**src/sv/tm_pkg.sv**
```systemverilog
// tm_pkg: shared types and codes for the Turing machine step engine.
// Holds command, status and move codes, the rule word layout and the
// sequencer state type. No dependencies.
package tm_pkg;

    // default sizes
    localparam int TM_TAPE_CELLS = 128;
    localparam int TM_NUM_STATES = 16;
    localparam int TM_SLOTS      = 8;

    // command codes
    localparam logic [2:0] CMD_LOAD  = 3'd0;
    localparam logic [2:0] CMD_WRITE = 3'd1;
    localparam logic [2:0] CMD_START = 3'd2;
    localparam logic [2:0] CMD_STEP  = 3'd3;
    localparam logic [2:0] CMD_READ  = 3'd4;

    // status codes
    localparam logic [2:0] STAT_OK      = 3'd0;
    localparam logic [2:0] STAT_STEP    = 3'd1;
    localparam logic [2:0] STAT_HALT    = 3'd2;
    localparam logic [2:0] STAT_NOMATCH = 3'd3;
    localparam logic [2:0] STAT_EDGE    = 3'd4;

    // head moves; anything else halts
    localparam logic [1:0] MV_RIGHT = 2'd0;
    localparam logic [1:0] MV_LEFT  = 2'd1;

    typedef struct packed {
        logic       valid;
        logic [7:0] rd_sym;
        logic [7:0] wr_sym;
        logic [1:0] mv;
        logic [3:0] nxt;
    } t_rule;

    typedef enum logic [2:0] {
        S_CLEAR,
        S_IDLE,
        S_EXEC,
        S_TAPE,
        S_SCAN
    } t_state;

endpackage

```
**src/sv/turing_machine_step_engine.sv**
```systemverilog
// turing_machine_step_engine: top level of the single-tape Turing machine.
// Depends on tm_pkg, tm_ram (tape and rule memories) and tm_seq.
//
// Usage:
//   Command channel: drive i_command and its fields with start high; the
//   transaction is taken at a rising edge where start is high and busy low.
//   Commands: load rule, write tape cell, start machine, step, read cell.
//   Result channel: o_valid is high for exactly one cycle with status, head
//   cell, machine state, symbol and halted flag. The receiver cannot stall,
//   so the result must be captured in that cycle.
//   Load, write, start and unknown commands finish in the execute state,
//   as does a step while halted or from an unused state; a tape read of
//   a valid cell passes through the tape state; a step reads the cell
//   under the head, then scans k rule slots (k from 1 to SLOTS_PER_STATE).
//   The step time is set by the rule scan: one slot per cycle through the
//   rule memory read port and a single symbol comparator.
//   One command at a time; busy is low again in the cycle o_valid shows, so
//   a new command may be issued then.
//   Reset (i_rst_n low, synchronous) clears head, state and halted flag and
//   then runs a clearing pass of max(TAPE_CELLS, NUM_STATES*SLOTS_PER_STATE)
//   addresses (128 by default) that zeroes the tape and invalidates all rules;
//   busy stays high during the pass.
module turing_machine_step_engine
    import tm_pkg::*;
#(
    parameter int TAPE_CELLS      = TM_TAPE_CELLS,
    parameter int NUM_STATES      = TM_NUM_STATES,
    parameter int SLOTS_PER_STATE = TM_SLOTS
) (
    input  logic       i_clk,
    input  logic       i_rst_n,
    input  logic       start,
    input  logic [2:0] i_command,
    input  logic [3:0] i_rule_state,
    input  logic [2:0] i_rule_slot,
    input  logic [7:0] i_read_symbol,
    input  logic [7:0] i_write_symbol,
    input  logic [1:0] i_move,
    input  logic [3:0] i_next_state,
    input  logic [6:0] i_cell_req,
    output logic       busy,
    output logic       o_valid,
    output logic [2:0] o_status,
    output logic [6:0] o_head_cell,
    output logic [3:0] o_machine_state,
    output logic [7:0] o_symbol,
    output logic       o_is_halted
);

    localparam int TAW   = $clog2(TAPE_CELLS);
    localparam int RULES = NUM_STATES * SLOTS_PER_STATE;
    localparam int RAW   = $clog2(RULES);

    // tape memory port
    logic           tape_we;
    logic [TAW-1:0] tape_waddr;
    logic [7:0]     tape_wdata;
    logic [TAW-1:0] tape_raddr;
    logic [7:0]     tape_rdata;

    // rule memory port
    logic           rule_we;
    logic [RAW-1:0] rule_waddr;
    t_rule          rule_wdata;
    logic [RAW-1:0] rule_raddr;
    t_rule          rule_rdata;

    // tape: one byte per cell
    tm_ram #(
        .DEPTH (TAPE_CELLS),
        .WIDTH (8)
    ) u_tape (
        .i_clk   (i_clk),
        .i_we    (tape_we),
        .i_waddr (tape_waddr),
        .i_wdata (tape_wdata),
        .i_raddr (tape_raddr),
        .o_rdata (tape_rdata)
    );

    // rule table: state-major, slot-minor
    tm_ram #(
        .DEPTH (RULES),
        .WIDTH ($bits(t_rule))
    ) u_rules (
        .i_clk   (i_clk),
        .i_we    (rule_we),
        .i_waddr (rule_waddr),
        .i_wdata (rule_wdata),
        .i_raddr (rule_raddr),
        .o_rdata (rule_rdata)
    );

    // sequencer, machine registers and slot comparator
    tm_seq #(
        .TAPE_CELLS      (TAPE_CELLS),
        .NUM_STATES      (NUM_STATES),
        .SLOTS_PER_STATE (SLOTS_PER_STATE)
    ) u_seq (
        .i_clk           (i_clk),
        .i_rst_n         (i_rst_n),
        .start           (start),
        .i_command       (i_command),
        .i_rule_state    (i_rule_state),
        .i_rule_slot     (i_rule_slot),
        .i_read_symbol   (i_read_symbol),
        .i_write_symbol  (i_write_symbol),
        .i_move          (i_move),
        .i_next_state    (i_next_state),
        .i_cell_req      (i_cell_req),
        .busy            (busy),
        .o_valid         (o_valid),
        .o_status        (o_status),
        .o_head_cell     (o_head_cell),
        .o_machine_state (o_machine_state),
        .o_symbol        (o_symbol),
        .o_is_halted     (o_is_halted),
        .o_tape_we       (tape_we),
        .o_tape_waddr    (tape_waddr),
        .o_tape_wdata    (tape_wdata),
        .o_tape_raddr    (tape_raddr),
        .i_tape_rdata    (tape_rdata),
        .o_rule_we       (rule_we),
        .o_rule_waddr    (rule_waddr),
        .o_rule_wdata    (rule_wdata),
        .o_rule_raddr    (rule_raddr),
        .i_rule_rdata    (rule_rdata)
    );

endmodule

```
**src/sv/tm_ram.sv**
```systemverilog
// tm_ram: single write port, single read port memory with registered read.
// Used for the tape and the rule table. No package dependency.
module tm_ram #(
    parameter int DEPTH = 128,
    parameter int WIDTH = 8
) (
    input  logic                     i_clk,
    input  logic                     i_we,
    input  logic [$clog2(DEPTH)-1:0] i_waddr,
    input  logic [WIDTH-1:0]         i_wdata,
    input  logic [$clog2(DEPTH)-1:0] i_raddr,
    output logic [WIDTH-1:0]         o_rdata
);

    logic [WIDTH-1:0] r_mem [DEPTH];
    logic [WIDTH-1:0] r_rdata;

    always_ff @(posedge i_clk) begin
        if (i_we) begin
            r_mem[i_waddr] <= i_wdata;
        end
        r_rdata <= r_mem[i_raddr];
    end

    assign o_rdata = r_rdata;

endmodule

```
**src/sv/tm_seq.sv**
```systemverilog
// tm_seq: command sequencer with the shared rule compare unit.
// Drives the tape and rule memories (tm_ram); depends on tm_pkg.
module tm_seq
    import tm_pkg::*;
#(
    parameter int TAPE_CELLS      = TM_TAPE_CELLS,
    parameter int NUM_STATES      = TM_NUM_STATES,
    parameter int SLOTS_PER_STATE = TM_SLOTS
) (
    input  logic                                        i_clk,
    input  logic                                        i_rst_n,
    input  logic                                        start,
    input  logic [2:0]                                  i_command,
    input  logic [3:0]                                  i_rule_state,
    input  logic [2:0]                                  i_rule_slot,
    input  logic [7:0]                                  i_read_symbol,
    input  logic [7:0]                                  i_write_symbol,
    input  logic [1:0]                                  i_move,
    input  logic [3:0]                                  i_next_state,
    input  logic [6:0]                                  i_cell_req,
    output logic                                        busy,
    output logic                                        o_valid,
    output logic [2:0]                                  o_status,
    output logic [6:0]                                  o_head_cell,
    output logic [3:0]                                  o_machine_state,
    output logic [7:0]                                  o_symbol,
    output logic                                        o_is_halted,
    // tape memory
    output logic                                        o_tape_we,
    output logic [$clog2(TAPE_CELLS)-1:0]               o_tape_waddr,
    output logic [7:0]                                  o_tape_wdata,
    output logic [$clog2(TAPE_CELLS)-1:0]               o_tape_raddr,
    input  logic [7:0]                                  i_tape_rdata,
    // rule memory
    output logic                                        o_rule_we,
    output logic [$clog2(NUM_STATES*SLOTS_PER_STATE)-1:0] o_rule_waddr,
    output t_rule                                       o_rule_wdata,
    output logic [$clog2(NUM_STATES*SLOTS_PER_STATE)-1:0] o_rule_raddr,
    input  t_rule                                       i_rule_rdata
);

    localparam int TAW   = $clog2(TAPE_CELLS);
    localparam int RULES = NUM_STATES * SLOTS_PER_STATE;
    localparam int RAW   = $clog2(RULES);
    localparam int SLW   = (SLOTS_PER_STATE > 1) ? $clog2(SLOTS_PER_STATE) : 1;
    localparam int CLR_N = (TAPE_CELLS > RULES) ? TAPE_CELLS : RULES;
    localparam int CW    = $clog2(CLR_N);

    t_state         r_state, n_state;
    logic [CW-1:0]  r_clr, n_clr;
    logic [TAW-1:0] r_head, n_head;
    logic [3:0]     r_mstate, n_mstate;
    logic           r_halted, n_halted;
    logic           r_valid, n_valid;
    logic [2:0]     r_status, n_status;
    logic [7:0]     r_sym, n_sym;
    logic [SLW-1:0] r_slot, n_slot;
    logic [7:0]     r_under, n_under;

    // latched command transaction
    logic [2:0] r_cmd;
    logic [3:0] r_rstate;
    logic [2:0] r_rslot;
    logic [7:0] r_rsym;
    logic [7:0] r_wsym;
    logic [1:0] r_mv;
    logic [3:0] r_nxt;
    logic [6:0] r_cell;

    logic accept;
    logic cell_ok;
    logic load_ok;
    logic state_ok;
    logic hit;

    assign busy    = (r_state != S_IDLE);
    assign accept  = start && !busy;
    assign cell_ok = (32'(r_cell) < 32'(TAPE_CELLS));
    assign load_ok = (32'(r_rstate) < 32'(NUM_STATES)) &&
                     (32'(r_rslot) < 32'(SLOTS_PER_STATE));
    assign state_ok = (32'(r_mstate) < 32'(NUM_STATES));
    // shared compare unit: one rule slot per cycle
    assign hit = i_rule_rdata.valid && (i_rule_rdata.rd_sym == r_under);

    always_ff @(posedge i_clk) begin
        if (!i_rst_n) begin
            r_state  <= S_CLEAR;
            r_clr    <= '0;
            r_head   <= '0;
            r_mstate <= '0;
            r_halted <= 1'b0;
            r_valid  <= 1'b0;
        end else begin
            r_state  <= n_state;
            r_clr    <= n_clr;
            r_head   <= n_head;
            r_mstate <= n_mstate;
            r_halted <= n_halted;
            r_valid  <= n_valid;
        end
    end

    always_ff @(posedge i_clk) begin
        r_status <= n_status;
        r_sym    <= n_sym;
        r_slot   <= n_slot;
        r_under  <= n_under;
        if (accept) begin
            r_cmd    <= i_command;
            r_rstate <= i_rule_state;
            r_rslot  <= i_rule_slot;
            r_rsym   <= i_read_symbol;
            r_wsym   <= i_write_symbol;
            r_mv     <= i_move;
            r_nxt    <= i_next_state;
            r_cell   <= i_cell_req;
        end
    end

    always_comb begin
        n_state      = r_state;
        n_clr        = r_clr;
        n_head       = r_head;
        n_mstate     = r_mstate;
        n_halted     = r_halted;
        n_valid      = 1'b0;
        n_status     = r_status;
        n_sym        = r_sym;
        n_slot       = r_slot;
        n_under      = r_under;
        o_tape_we    = 1'b0;
        o_tape_waddr = r_head;
        o_tape_wdata = i_rule_rdata.wr_sym;
        o_tape_raddr = r_head;
        o_rule_we    = 1'b0;
        o_rule_waddr = RAW'(32'(r_rstate) * SLOTS_PER_STATE + 32'(r_rslot));
        o_rule_wdata = '{valid: 1'b1, rd_sym: r_rsym, wr_sym: r_wsym,
                         mv: r_mv, nxt: r_nxt};

        unique case (r_state)
            S_CLEAR: begin
                o_tape_we    = (32'(r_clr) < 32'(TAPE_CELLS));
                o_tape_waddr = TAW'(r_clr);
                o_tape_wdata = '0;
                o_rule_we    = (32'(r_clr) < 32'(RULES));
                o_rule_waddr = RAW'(r_clr);
                o_rule_wdata = '0;
                n_clr        = r_clr + 1'b1;
                if (r_clr == CW'(CLR_N - 1)) begin
                    n_state = S_IDLE;
                end
            end
            S_IDLE: begin
                if (start) begin
                    n_state = S_EXEC;
                end
            end
            S_EXEC: begin
                n_status = STAT_OK;
                n_sym    = '0;
                priority if (r_cmd == CMD_LOAD) begin
                    o_rule_we = load_ok;
                    n_valid   = 1'b1;
                    n_state   = S_IDLE;
                end else if (r_cmd == CMD_WRITE) begin
                    o_tape_we    = cell_ok;
                    o_tape_waddr = TAW'(r_cell);
                    o_tape_wdata = r_wsym;
                    n_sym        = cell_ok ? r_wsym : 8'd0;
                    n_valid      = 1'b1;
                    n_state      = S_IDLE;
                end else if (r_cmd == CMD_START) begin
                    n_head   = cell_ok ? TAW'(r_cell) : TAW'(TAPE_CELLS - 1);
                    n_mstate = '0;
                    n_halted = 1'b0;
                    n_valid  = 1'b1;
                    n_state  = S_IDLE;
                end else if (r_cmd == CMD_STEP) begin
                    if (r_halted) begin
                        n_status = STAT_HALT;
                        n_valid  = 1'b1;
                        n_state  = S_IDLE;
                    end else if (!state_ok) begin
                        n_status = STAT_NOMATCH;
                        n_valid  = 1'b1;
                        n_state  = S_IDLE;
                    end else begin
                        o_tape_raddr = r_head;
                        n_state      = S_TAPE;
                    end
                end else if (r_cmd == CMD_READ) begin
                    o_tape_raddr = TAW'(r_cell);
                    if (cell_ok) begin
                        n_state = S_TAPE;
                    end else begin
                        n_valid = 1'b1;
                        n_state = S_IDLE;
                    end
                end else begin
                    n_valid = 1'b1;
                    n_state = S_IDLE;
                end
            end
            S_TAPE: begin
                if (r_cmd == CMD_READ) begin
                    n_status = STAT_OK;
                    n_sym    = i_tape_rdata;
                    n_valid  = 1'b1;
                    n_state  = S_IDLE;
                end else begin
                    n_under = i_tape_rdata;
                    n_slot  = '0;
                    n_state = S_SCAN;
                end
            end
            S_SCAN: begin
                if (hit) begin
                    o_tape_we    = 1'b1;
                    o_tape_waddr = r_head;
                    o_tape_wdata = i_rule_rdata.wr_sym;
                    n_sym        = i_rule_rdata.wr_sym;
                    n_valid      = 1'b1;
                    n_state      = S_IDLE;
                    priority if (i_rule_rdata.mv == MV_RIGHT) begin
                        if (r_head == TAW'(TAPE_CELLS - 1)) begin
                            n_status = STAT_EDGE;
                        end else begin
                            n_head   = r_head + 1'b1;
                            n_mstate = i_rule_rdata.nxt;
                            n_status = STAT_STEP;
                        end
                    end else if (i_rule_rdata.mv == MV_LEFT) begin
                        if (r_head == '0) begin
                            n_status = STAT_EDGE;
                        end else begin
                            n_head   = r_head - 1'b1;
                            n_mstate = i_rule_rdata.nxt;
                            n_status = STAT_STEP;
                        end
                    end else begin
                        n_halted = 1'b1;
                        n_status = STAT_HALT;
                    end
                end else if (r_slot == SLW'(SLOTS_PER_STATE - 1)) begin
                    n_status = STAT_NOMATCH;
                    n_sym    = '0;
                    n_valid  = 1'b1;
                    n_state  = S_IDLE;
                end else begin
                    n_slot = r_slot + 1'b1;
                end
            end
            default: begin
                n_state = S_IDLE;
            end
        endcase

        // rule read follows the slot about to be examined
        o_rule_raddr = RAW'(32'(r_mstate) * SLOTS_PER_STATE + 32'(n_slot));
    end

    assign o_valid         = r_valid;
    assign o_status        = r_status;
    assign o_head_cell     = 7'(r_head);
    assign o_machine_state = r_mstate;
    assign o_symbol        = r_sym;
    assign o_is_halted     = r_halted;

endmodule

```
**config.mk**
```make
export PLATFORM = sky130hd
export DESIGN_NAME = turing_machine_step_engine
export DESIGN_NICKNAME = d
export VERILOG_FILES = /design/src/sv/tm_pkg.sv /design/src/sv/turing_machine_step_engine.sv /design/src/sv/tm_ram.sv /design/src/sv/tm_seq.sv
export SDC_FILE = /design/constraint.sdc
export NUM_CORES = 2
export LEC_CHECK = 0
export ABC_AREA = 1
export ABC_CLOCK_PERIOD_IN_PS = 14100
export BUFFER_PORTS_ARGS = -buffer_cell sky130_fd_sc_hd__buf_2
export CORE_MARGIN = 10
export CORE_UTILIZATION = 50
export CTS_CLUSTER_SIZE = 40
export DETAILED_ROUTE_END_ITERATION = 10
export GPL_TIMING_DRIVEN = 1
export HOLD_SLACK_MARGIN = 0.02
export PLACE_DENSITY = 0.64
export SLEW_MARGIN = 20
export SYNTH_ARGS = -nofsm -noshare
export SYNTH_HDL_FRONTEND = slang
export SYNTH_SLANG_ARGS = --single-unit
```
**constraint.sdc**
```tcl
create_clock -name i_clk -period 14.1 [get_ports i_clk]
set_input_delay 2.82 -clock i_clk [delete_from_list [all_inputs] [get_ports i_clk]]
set_output_delay 2.82 -clock i_clk [all_outputs]
set_load 0.02 [all_outputs]
```
==> flow_metrics.tcl <==
set metrics [dict create \
    status "finished, final reports clean" \
    gp_congestion 0.892 \
    netlist_area_um2 167000 \
    fin_crit_sh 0.478 \
    tritoncts "built" \
    cp.required_ns 15.00 \
    synthFlopType "edfxtp_1" \
    yosysWarnings 0 \
    reg2reg_depth 17 \
    r2r_start "u_seq.r_state[1]" \
    cp_slowest_cell "buf_4" \
    htreeDepth 5 \
    die_h_um 597 \
    grt_pass1_vias 108000 \
    post_cts_buffers 0 \
    synthDistinctLibCells 53 \
    grt.total_usage 0.269 \
    syn_avg_cell_area_um2 12.3 \
    cap_violations 0 \
    clk_latency_ns 1.00 \
    crit_chain "nor2_2 > nand2_2 > a21oi_1 > nand3b_1 > buf_4 > nand2_8 > buf_12 > buf_4 > buf_4 > nand2_1 > nand3_1 > nand3_1 > nand3_1 > nand3_1 > nand3_1 > nand3_1 > nand2_1" \
    critPathMostFrequentCell "nand3_1" \
    setup_violations 0 \
    drv_slew 0 \
    max_slew_margin 0.156 \
    end_kind "flip-flop" \
    tightest_slew_ns 1.25 \
    syn_to_final_growth_pct 10.7 \
    crit_path_start_kind "flip-flop" \
    ant_nets 0 \
    grt-ovfl-total 0 \
    n_fill_cell 26700 \
    drtIter0Drc 16700 \
    critPathArrivalTime_ns 7.65 \
    first_pass_iters 7 \
    postCtsHoldBufs 0 \
    syn_inst 13500 \
    cellPowerDensity_nw_per_um2 149 \
    p_leak_nw 62.4 \
    cp_max_fo 199 \
    grt_setup_unrepaired "false" \
    timing.fmax_mhz 148 \
    clkTransAtPathRegs_ns 0.06 \
    crit_end "u_rules.o_rdata[10]" \
    dp_hpwl_um 268000 \
    grt_max_degree 200 \
    min_path_type "reg2reg" \
    port_buffers 66 \
    antenna_found_initial 18 \
    grt_first_pass_wirelength_um 729000 \
    r2r_setup_slack_ns 7.35 \
    yosysTopAreaCell "edfxtp_1" \
    postSynth.asyncResetShare 0 \
    start_util 0.503 \
    critical-path-max-stage-delay_ns 1.00 \
    coreArea_um2 331000 \
    r2r_end "u_rules.o_rdata[10]" \
    clock_skew_ns 0.113 \
    synth-edff-count 4026 \
    numClockSinks 4083 \
    fin_tns_setup_ns 0 \
    critical_path_class "reg2reg" \
    holdWs_ns 0.507 \
    drc_errors 0 \
    path_depth 17 \
    ir_worst_vdd_v 0.000115 \
    seq_area_frac_synth 0.733 \
    wirelength_um 499000 \
    nets 13300 \
    crit_family "buffers and inverters" \
    ctsResizeCount 0 \
    clk_path_buf_depth 4 \
    synth-seq-cells 4083 \
    yosys-top-cells-area "edfxtp_1 (73%), nand3_1 (13%), nand2_1 (4.7%)" \
    final_layout_size_suffix_gt1_frac 0.0872 \
    die_width_um 597 \
    std_cell_rows 211 \
    finalHoldViolations 0 \
    final.min_clock_period_ns 6.75 \
    numCtsBuffers 419 \
    startpoint "u_seq.r_state[1]" \
    yosysTopAreaCellShare 0.726 \
    vias 114000 \
    wl_per_cell_um 27.7 \
    fp.dieArea_um2 357000 \
    crit_buf_inv 4 \
    ctsRootBufferMaster "clkbuf_16" \
    ios 67 \
    via_per_inst 6.31 \
    syn_nets 13600 \
]
logic make-up after synthesis:
group                      Yosys count  share of synthesized area
and+or+nand+nor                   7117                      0.193
DFF                               4083                      0.733
xor gates and xnor gates             3                   0.000158
adders and majority gates            8                   0.000646
AOI/OAI and AO/OA                 1009                     0.0372
buffers and inverters             1292                     0.0358
power breakdown:
part	switching, mW	total (mW)	internal, mW	leakage, nW
sequential	0.105	13.9	13.8	37.5
clock	4.65	10.9	6.26	6.55
combinational	2.17	2.75	0.581	18.3
total	6.92	27.6	20.6	62.4
layout by cell type, fill, tap and decap left out, drive strengths merged, types with 34 or more instances in the layout:
cell type,netlist,routed
clkbuf,317,545
o32ai,94,94
buf,707,365
inv,263,274
o21ai,540,540
clkinv,5,175
edfxtp,4026,4026
nand2,2074,2074
o22ai,99,99
o21bai,95,95
bufinv,0,34
nand3,4194,4194
o211ai,120,120
dfxtp,57,57
nor2,793,793
worst min path at each step:
stage	endpoint	from	cells past startpoint	slack, ns
final	u_seq.r_clr[5]	u_seq.r_clr[5]	2	0.51
after global routing	u_seq.r_clr[5]	u_seq.r_clr[5]	2	0.54
after CTS	u_seq.r_clr[5]	u_seq.r_clr[5]	2	0.50
after detailed placement	u_seq.r_clr[5]	u_seq.r_clr[5]	2	0.49
after global placement	u_seq.r_clr[5]	u_seq.r_clr[5]	2	0.48
after floorplan	u_seq.r_under[0]	u_tape.o_rdata[0]	0	0.41
worst register-to-register path: stages, from the launching register on:
cell and delay, ns:
dfxtp_1 0.40, nor2_2 0.14, nand2_2 0.20, a21oi_1 0.26
nand3b_1 0.10, buf_4 0.31, nand2_8 0.47, buf_12 0.71
buf_4 1.42, buf_4 0.91, nand2_1 0.21, nand3_1 0.11
nand3_1 0.10, nand3_1 0.17, nand3_1 0.09, nand3_1 0.12
nand3_1 0.67, nand2_1 0.27
layer usage:
layer	up-vias	routed length (um)	track usage
li1	49100	-	-
met1	56500	190000	0.366
met2	6777	231000	0.425
met3	1206	50400	0.0446
met4	4	28100	0.131
met5	-	24	0
cells in the mapped netlist (6+ instances only):
master,instances
dfxtp_1,57
buf_1,53
edfxtp_1,4026
clkbuf_1,316
buf_6,17
a21oi_1,26
buf_2,565
nand2_1,2064
a211oi_1,8
or2_2,16
nand4_1,8
o21bai_1,95
inv_1,250
buf_4,71
o221ai_1,9
or2_0,10
o21ai_1,80
o211ai_1,120
nor3_1,8
o32ai_1,94
ha_1,7
inv_2,13
nand2_2,6
nor4_1,10
o21ai_0,457
o22ai_1,98
nor2_1,786
nand3_1,4192
sequential cells by signal, summed over array words and instances, names as in the netlist:
| register | flops |
|---|---|
| u_seq.r_slot | 3 |
| u_rules.o_rdata | 23 |
| u_seq.o_symbol | 8 |
| u_seq.o_is_halted | 1 |
| u_seq.r_rsym | 8 |
| u_seq.o_valid | 1 |
| u_seq.r_state | 3 |
| u_seq.r_rslot | 3 |
| u_seq.r_mv | 2 |
| u_tape.r_mem | 1024 |
| u_seq.r_clr | 7 |
| u_seq.r_cell | 7 |
| u_seq.o_head_cell | 7 |
| u_seq.r_under | 8 |
| u_seq.r_wsym | 8 |
| u_seq.o_status | 3 |
| u_seq.r_nxt | 4 |
| u_seq.r_rstate | 4 |
| u_rules.r_mem | 2944 |
| u_tape.o_rdata | 8 |
| u_seq.r_cmd | 3 |
| u_seq.o_machine_state | 4 |
area by class of cell:
| cell class | count | area (um^2) | area share |
|---|---|---|---|
| Timing Repair Buffer | 365 | 2930 | 0.0159 |
| Clock inverter | 225 | 2070 | 0.0112 |
| Clock buffer | 545 | 11300 | 0.0614 |
| Tap cell | 4366 | 5460 | 0.0296 |
| Inverter | 268 | 1060 | 0.00578 |
| Multi-Input combinational cell | 8137 | 39400 | 0.214 |
| Sequential cell | 4083 | 122000 | 0.662 |
| Antenna cell | 9 | 22.5 | 0.000122 |
per-stage QoR:
step | std cells | instance area [um^2] | total power, mW | worst slack (ns) | util
after global placement | 17200 | 171000 | 16.8 | 7.90 | 0.516
after detailed placement | 17200 | 171000 | 16.8 | 7.81 | 0.516
after CTS | 18000 | 184000 | 27.6 | 7.76 | 0.556
after floorplan | 13500 | 167000 | 15.7 | 6.85 | -
final | 18000 | 184000 | 27.6 | 7.35 | 0.557
after global routing | 18000 | 184000 | 28.3 | 7.12 | 0.557
(Power assumes the default switching activity.)
